$ cat src/hw/rtl/allele_pileup_count_table_assert.svh
// Assertion macros shared by the allele pileup count table RTL.
`ifndef ALLELE_PILEUP_COUNT_TABLE_ASSERT_SVH
`define ALLELE_PILEUP_COUNT_TABLE_ASSERT_SVH

// Same-cycle implication, checked on every rising clock edge out of reset.
`define APCT_ASSERT_NOW(label, ante, cons, msg) \
	label: assert property (@(posedge clk) disable iff (!arst_n) (ante) |-> (cons)) \
		else $error(msg);

// Next-cycle implication, checked on every rising clock edge out of reset.
`define APCT_ASSERT_NEXT(label, ante, cons, msg) \
	label: assert property (@(posedge clk) disable iff (!arst_n) (ante) |=> (cons)) \
		else $error(msg);

`endif

$ cat src/hw/rtl/apct_fifo.sv
// Two-entry queue used between the front end, the back end and the result port.
`timescale 1ns / 1ps

module apct_fifo #(
	parameter int WIDTH = 8
) (
	input  logic             clk,
	input  logic             arst_n,
	input  logic             push,
	input  logic [WIDTH-1:0] wdata,
	input  logic             pop,
	output logic [WIDTH-1:0] rdata,
	output logic             full,
	output logic             empty
);

	logic [WIDTH-1:0] data_q [2];
	logic             wr_ptr_q;
	logic             rd_ptr_q;
	logic [1:0]       cnt_q;
	logic             do_push;
	logic             do_pop;

	assign full    = cnt_q == 2'd2;
	assign empty   = cnt_q == 2'd0;
	assign do_push = push && !full;
	assign do_pop  = pop && !empty;
	assign rdata   = data_q[rd_ptr_q];

	always_ff @(posedge clk or negedge arst_n) begin
		if (!arst_n) begin
			wr_ptr_q <= 1'b0;
			rd_ptr_q <= 1'b0;
			cnt_q    <= 2'd0;
		end else begin
			if (do_push) begin
				wr_ptr_q <= !wr_ptr_q;
			end
			if (do_pop) begin
				rd_ptr_q <= !rd_ptr_q;
			end
			if (do_push && !do_pop) begin
				cnt_q <= cnt_q + 2'd1;
			end else if (do_pop && !do_push) begin
				cnt_q <= cnt_q - 2'd1;
			end
		end
	end

	always_ff @(posedge clk) begin
		if (do_push) begin
			data_q[wr_ptr_q] <= wdata;
		end
	end

endmodule

$ cat config.mk
export PLATFORM = sky130hd
export DESIGN_NAME = apct_fifo
export DESIGN_NICKNAME = d
export VERILOG_FILES = /design/src/hw/rtl/allele_pileup_count_table_assert.svh /design/src/hw/rtl/apct_fifo.sv
export SDC_FILE = /design/constraint.sdc
export NUM_CORES = 1
export LEC_CHECK = 0
export BUFFER_PORTS_ARGS = -buffer_cell sky130_fd_sc_hd__buf_2
export CORE_MARGIN = 2
export CORE_UTILIZATION = 47
export CTS_BUF_LIST = sky130_fd_sc_hd__clkbuf_8
export CTS_CLUSTER_SIZE = 24
export DETAILED_ROUTE_END_ITERATION = 10
export PLACE_DENSITY = 0.76
export SLEW_MARGIN = 40
export SYNTH_ARGS = -nofsm -noshare
export SYNTH_HDL_FRONTEND = slang
export SYNTH_SLANG_ARGS = --single-unit
export TNS_END_PERCENT = 20
$ cat constraint.sdc
create_clock -name clk -period 1.4 [get_ports clk]
set_clock_uncertainty 0.05 [all_clocks]
set_input_delay 0.28 -clock clk [delete_from_list [all_inputs] [get_ports clk]]
set_output_delay 0.28 -clock clk [all_outputs]
set_load 0.05 [all_outputs]
==> After elaboration in Yosys (flattened, before gate mapping) <==
Memory sizes are Yosys's and may differ from the RTL's.
Index checks and enable logic that the tools add are counted.
{ "classes": {"n_mux": 4, "n_reduce_logical": 12, "n_addsub": 2, "eq_ne": 1} }
{ "ops": {"columns": ["cell", "count"], "rows": [
  ["logical NOT 1 bit", 6],
  ["logical AND 1 bit", 4],
  ["2-to-1 mux 2 bit", 2],
  ["adder 2 x 1 -> 2 bit (second input constant)", 1],
  ["equality test 2 bit (second input constant)", 1],
  ["logical NOT 2 bit", 1],
  ["2-to-1 mux 1 bit", 2],
  ["nonzero test 2 bit", 1],
  ["subtractor 2 x 1 -> 2 bit (second input constant)", 1]
]} }
{ "word_totals": {"mem_bits_rw": 16, "wordCells": 23, "memories": 1, "ff_bits": 4, "out_inout_bits": 10} }
{ "mem_list": {"columns": ["name", "depth", "word_bits", "read_ports", "rd_clocked_by_memory_dff", "write_ports", "line_no", "text"], "rows": [
  ["data_q", 2, 8, 1, 0, 1, "apct_fifo.sv:17", "logic [WIDTH-1:0] data_q [2];"]
]} }

==> Depth between registers and ports, before layout <==
{ "logic_depth": {"word_depth": 7, "mapped_depth": 7, "ltp_nobuf": 7} }

==> Least setup slack after synthesis <==
No wires, ideal clock.
{ "synth_timing": {"kind": "register to register", "from": "register cnt_q[0]", "to": "memory data_q[0][0], enable pin", "path_buffers": 0, "setup_slack_ns": -0.042, "t_arrival_ns": 1.022, "synth_period_minus_slack_ns": 1.442, "setup_ns": 0.370, "path_stages_with_launch": 4, "path_cell_list": "dfrtp_1 > nand2b_1 > nand2_2 > nor2_1"} }
{ "synth_between": {"elab_chain_len": 5} }
{ "synth_rtl": {"columns": ["item", "line_no", "text"], "rows": [
  ["start: declaration", "apct_fifo.sv:20", "logic [1:0] cnt_q;"],
  ["start signal: assignment", "apct_fifo.sv:43", "cnt_q <= cnt_q + 2'd1;"],
  ["start signal: assignment", "apct_fifo.sv:45", "cnt_q <= cnt_q - 2'd1;"],
  ["equality test 2 bit", "apct_fifo.sv:24", "assign full = cnt_q == 2'd2;"],
  ["logical NOT 1 bit", "apct_fifo.sv:26", "assign do_push = push && !full;"],
  ["logical AND 1 bit", "apct_fifo.sv:26", null],
  ["2-to-1 mux 1 bit", "apct_fifo.sv:51", "if (do_push) begin"],
  ["2-to-1 mux 1 bit (implied by the code)", "apct_fifo.sv:52", "data_q[wr_ptr_q] <= wdata;"],
  ["end: declaration", "apct_fifo.sv:17", null]
]} }
Every way passes these cells.

==> Worst setup path after layout <==
{ "layout_timing": {"from": "register rd_ptr_q", "to": "output rdata[4]"} }
{ "layout_between": {"elab_chain_len": 1} }
{ "layout_rtl": {"columns": ["item", "line_no", "text"], "rows": [
  ["start: declaration", "apct_fifo.sv:19", "logic rd_ptr_q;"],
  ["start signal: assignment", "apct_fifo.sv:40", "rd_ptr_q <= !rd_ptr_q;"],
  ["memory (2 x 8 bit)", null, null],
  ["end: declaration", "apct_fifo.sv:12", "output logic [WIDTH-1:0] rdata,"]
]} }
Every way passes these cells.

==> qor.txt <==
GP Congestion -> 0.683
Buffers on Ports -> 21
Final setup viols -> 8
Total GRT Usage -> 0.152
CP Launch Type -> flop
Iter 0 DRT Violations -> 1
hold path depth -> 1
critical setup path kind -> flop to primary output
DIE AREA -> 2010 sq um
CP most frequent cell -> buf_6
Netlist cell types -> 15
Setup crit end kind -> primary output
clock sink total -> 20
Area Overhead vs Synth -> 47.7%
worst slew pin tran -> 394 ps
htree depth -> 1
Clk Latency, worst-skew pair -> 250 ps
clock root cell -> clkbuf_8
global-route wire length before repair -> 2060 um
Final ANT Viol Nets -> 0
status -> finished with violations
design area -> 1150 sq um
synthesized cell area -> 782 sq um
Yosys warning count -> 0
period utilisation layout -> 1.15
Mean Syn Cell Area -> 17.8 sq um
Detail Placement HPWL -> 929 um
highest routed metal layer -> met3
Power, Total -> 0.00294 W
IO Pins -> 22
Layout Cells excl Fill -> 95
vias in the first global route -> 479
largest net degree at the start of global routing -> 12
Syn Nets -> 57
met2 wire len -> 773 um
min-delay src -> wdata[4]
top cells by area, synth -> edfxtp_1 61%, dfrtp_1 13%, mux2_1 8.6%
Cell Count Post-Placement -> 87
flop2flop setup slack -> 0 ps
Worst EP required -> 1070 ps
Overflow after GRT -> 0
Final TNS setup -> -1570 ps
Rel. slew slack -> 0.737
worst-path fanout max -> 4
met3 WL -> 54 um
worst vdd ir -> 1.26 mV
Die Width -> 44.8 um
CTS tree -> yes
maximum clock rate -> 0.622 GHz
layout cell share with drive strength beyond 1 -> 0.646
clock buffer count from CTS -> 3
final hold viol count -> 0
crit path DAT -> 1280 ps
crit-path cells -> buf_6, mux2_4, buf_6
Total Nets Final -> 93
Synth top area share -> 0.614
worst setup margin -> -207 ps
Seq cells post-synth -> 20
DRT met1 WL -> 583 um
post-DR vias/cell -> 4.74
clock-pin slew on the worst setup and hold paths -> 70 ps
minimum clock period -> 1610 ps
initial antenna violation count -> 0
drt drc -> 0
ANT cells -> 0
r2r endpoint -> cnt_q[1]$_DFFE_PN0P_
worst r2r src -> cnt_q[0]$_DFFE_PN0P_
final WL -> 1410 um
row count -> 14
vias after detailed routing -> 450
post-synthesis sequential area ratio -> 0.742
P_leak -> 0.504 nW
Placed Area -> 955 sq um
failing checks -> negative setup slack
DR WL/cell -> 14.8 um
Critical-path top delay cell -> dfrtp_2
Slowest Stage Delay on Critical Path -> 430 ps
DR pass1 iterations -> 3
Longest Clk Path Bufs -> 2
power density cells -> 2540 nW/um^2
min-delay worst type -> input port to flop
RSZ-0062 raised after global routing -> true
max-slew violations -> 0
core area -> 1540 sq um
max-cap violations -> 0
r2r worst-path depth -> 6
Initial Utilization -> 0.507
Hold Path Sink -> data_q[0][4]$_DFFE_PP_
Vert. Die Dim -> 44.8 um
Post-Synthesis Cells -> 44
cell taking the most area after synthesis -> edfxtp_1
-- cells in the mapped netlist, drive strengths merged --
master  instances
ha              1
inv             2
and3            1
edfxtp         16
nand2           1
nor2            3
buf             1
dfrtp           4
mux2            8
o21ai           1
xnor2           3
xor2            2
nand2b          1
-- cell usage in the layout (no fill, tap or decap) --
cell type / instances
and3_1: 1
buf_2: 11
buf_4: 8
buf_6: 11
buf_8: 1
clkbuf_8: 3
clkinv_1: 1
dfrtp_1: 2
dfrtp_2: 2
dlygate4sd3_1: 1
edfxtp_1: 16
ha_1: 1
inv_1: 2
mux2_2: 2
mux2_4: 6
nand2_2: 1
nand2b_4: 1
nor2_2: 2
nor2_4: 1
o21ai_2: 1
xnor2_1: 2
xnor2_2: 1
xor2_1: 2
-- what timing repair did --
| item | CTS | global route |
|---|---|---|
| buffers inserted | 3 | 0 |
| hold endpoints to repair | 4 | 0 |
| resized for setup | 36 | 3 |
| pin swaps | 1 | 0 |
| setup endpoints to repair | 22 | 15 |
| hold buffers | 1 | 0 |
-- critical path: cells and delay by family (launching register included) --
family / cells / cell delay [ps]
flops: 1 / 430
buf+inv: 2 / 290
mux: 1 / 300
-- logic make-up (layout without fill, tap and decap cells) --
| group | Yosys count | count (layout) | synth area share |
|---|---|---|---|
| AND/OR/NAND/NOR | 6 | 6 | 0.0384 |
| AO/OA/AOI/OAI | 1 | 1 | 0.00639 |
| buffers and inverters | 3 | 38 | 0.0160 |
| flip-flops | 20 | 20 | 0.742 |
| XOR/XNOR | 5 | 5 | 0.0656 |
| multiplexers | 8 | 8 | 0.115 |
| adder cells (fa/ha/maj) | 1 | 1 | 0.0160 |
-- flip-flops by register name, summed over array words and instances, names as in the netlist --
signal	flops
cnt_q	2
rd_ptr_q	1
wr_ptr_q	1
data_q	16
-- stage by stage --
stage	hold slack [ps]	setup WS (ps)	util
CTS	158	-199	0.743
global route	156	-237	0.749
detailed placement	39.4	-61.1	0.619
finish	165	-207	0.749
global placement	37.4	-51.1	0.619
floorplan	-65.6	-42.2	-
-- power breakdown --
part,total (W),leakage [nW],internal [W],switching (W)
Combinational,0.00162,0.288,0.000755,0.000865
Sequential,0.000956,0.193,0.000840,0.000116
Clock,0.000360,0.0231,0.000195,0.000165
-- worst max path at each step --
stage | from | to | slack [ps]
3_5_place_dp | rd_ptr_q$_DFFE_PN0P_ | rdata[5] | -60
5_1_grt | rd_ptr_q$_DFFE_PN0P_ | rdata[4] | -240
2_1_floorplan | cnt_q[0]$_DFFE_PN0P_ | data_q[0][0]$_DFFE_PP_ | -40
6_report | rd_ptr_q$_DFFE_PN0P_ | rdata[4] | -210
3_3_place_gp | rd_ptr_q$_DFFE_PN0P_ | rdata[7] | -50
4_1_cts | rd_ptr_q$_DFFE_PN0P_ | rdata[0] | -200
-- layer usage --
metal | vias to the layer above | GRT usage
li1 | 226 | -
met1 | 210 | 0.165
met2 | 14 | 0.278
met3 | 0 | 0.0240
met4 | 0 | 0.0882
met5 | - | 0
-- area by class of cell --
| class | count | area, sq um |
|---|---|---|
| Sequential cell | 20 | 583 |
| Fill cell | 94 | 387 |
| Timing Repair Buffer | 32 | 264 |
| Multi-Input combinational cell | 21 | 235 |
| Clock buffer | 3 | 41.3 |
| Tap cell | 16 | 20.0 |
| Inverter | 2 | 7.51 |
| Clock inverter | 1 | 3.75 |
Note: power is estimated with default switching activity, not from simulation.
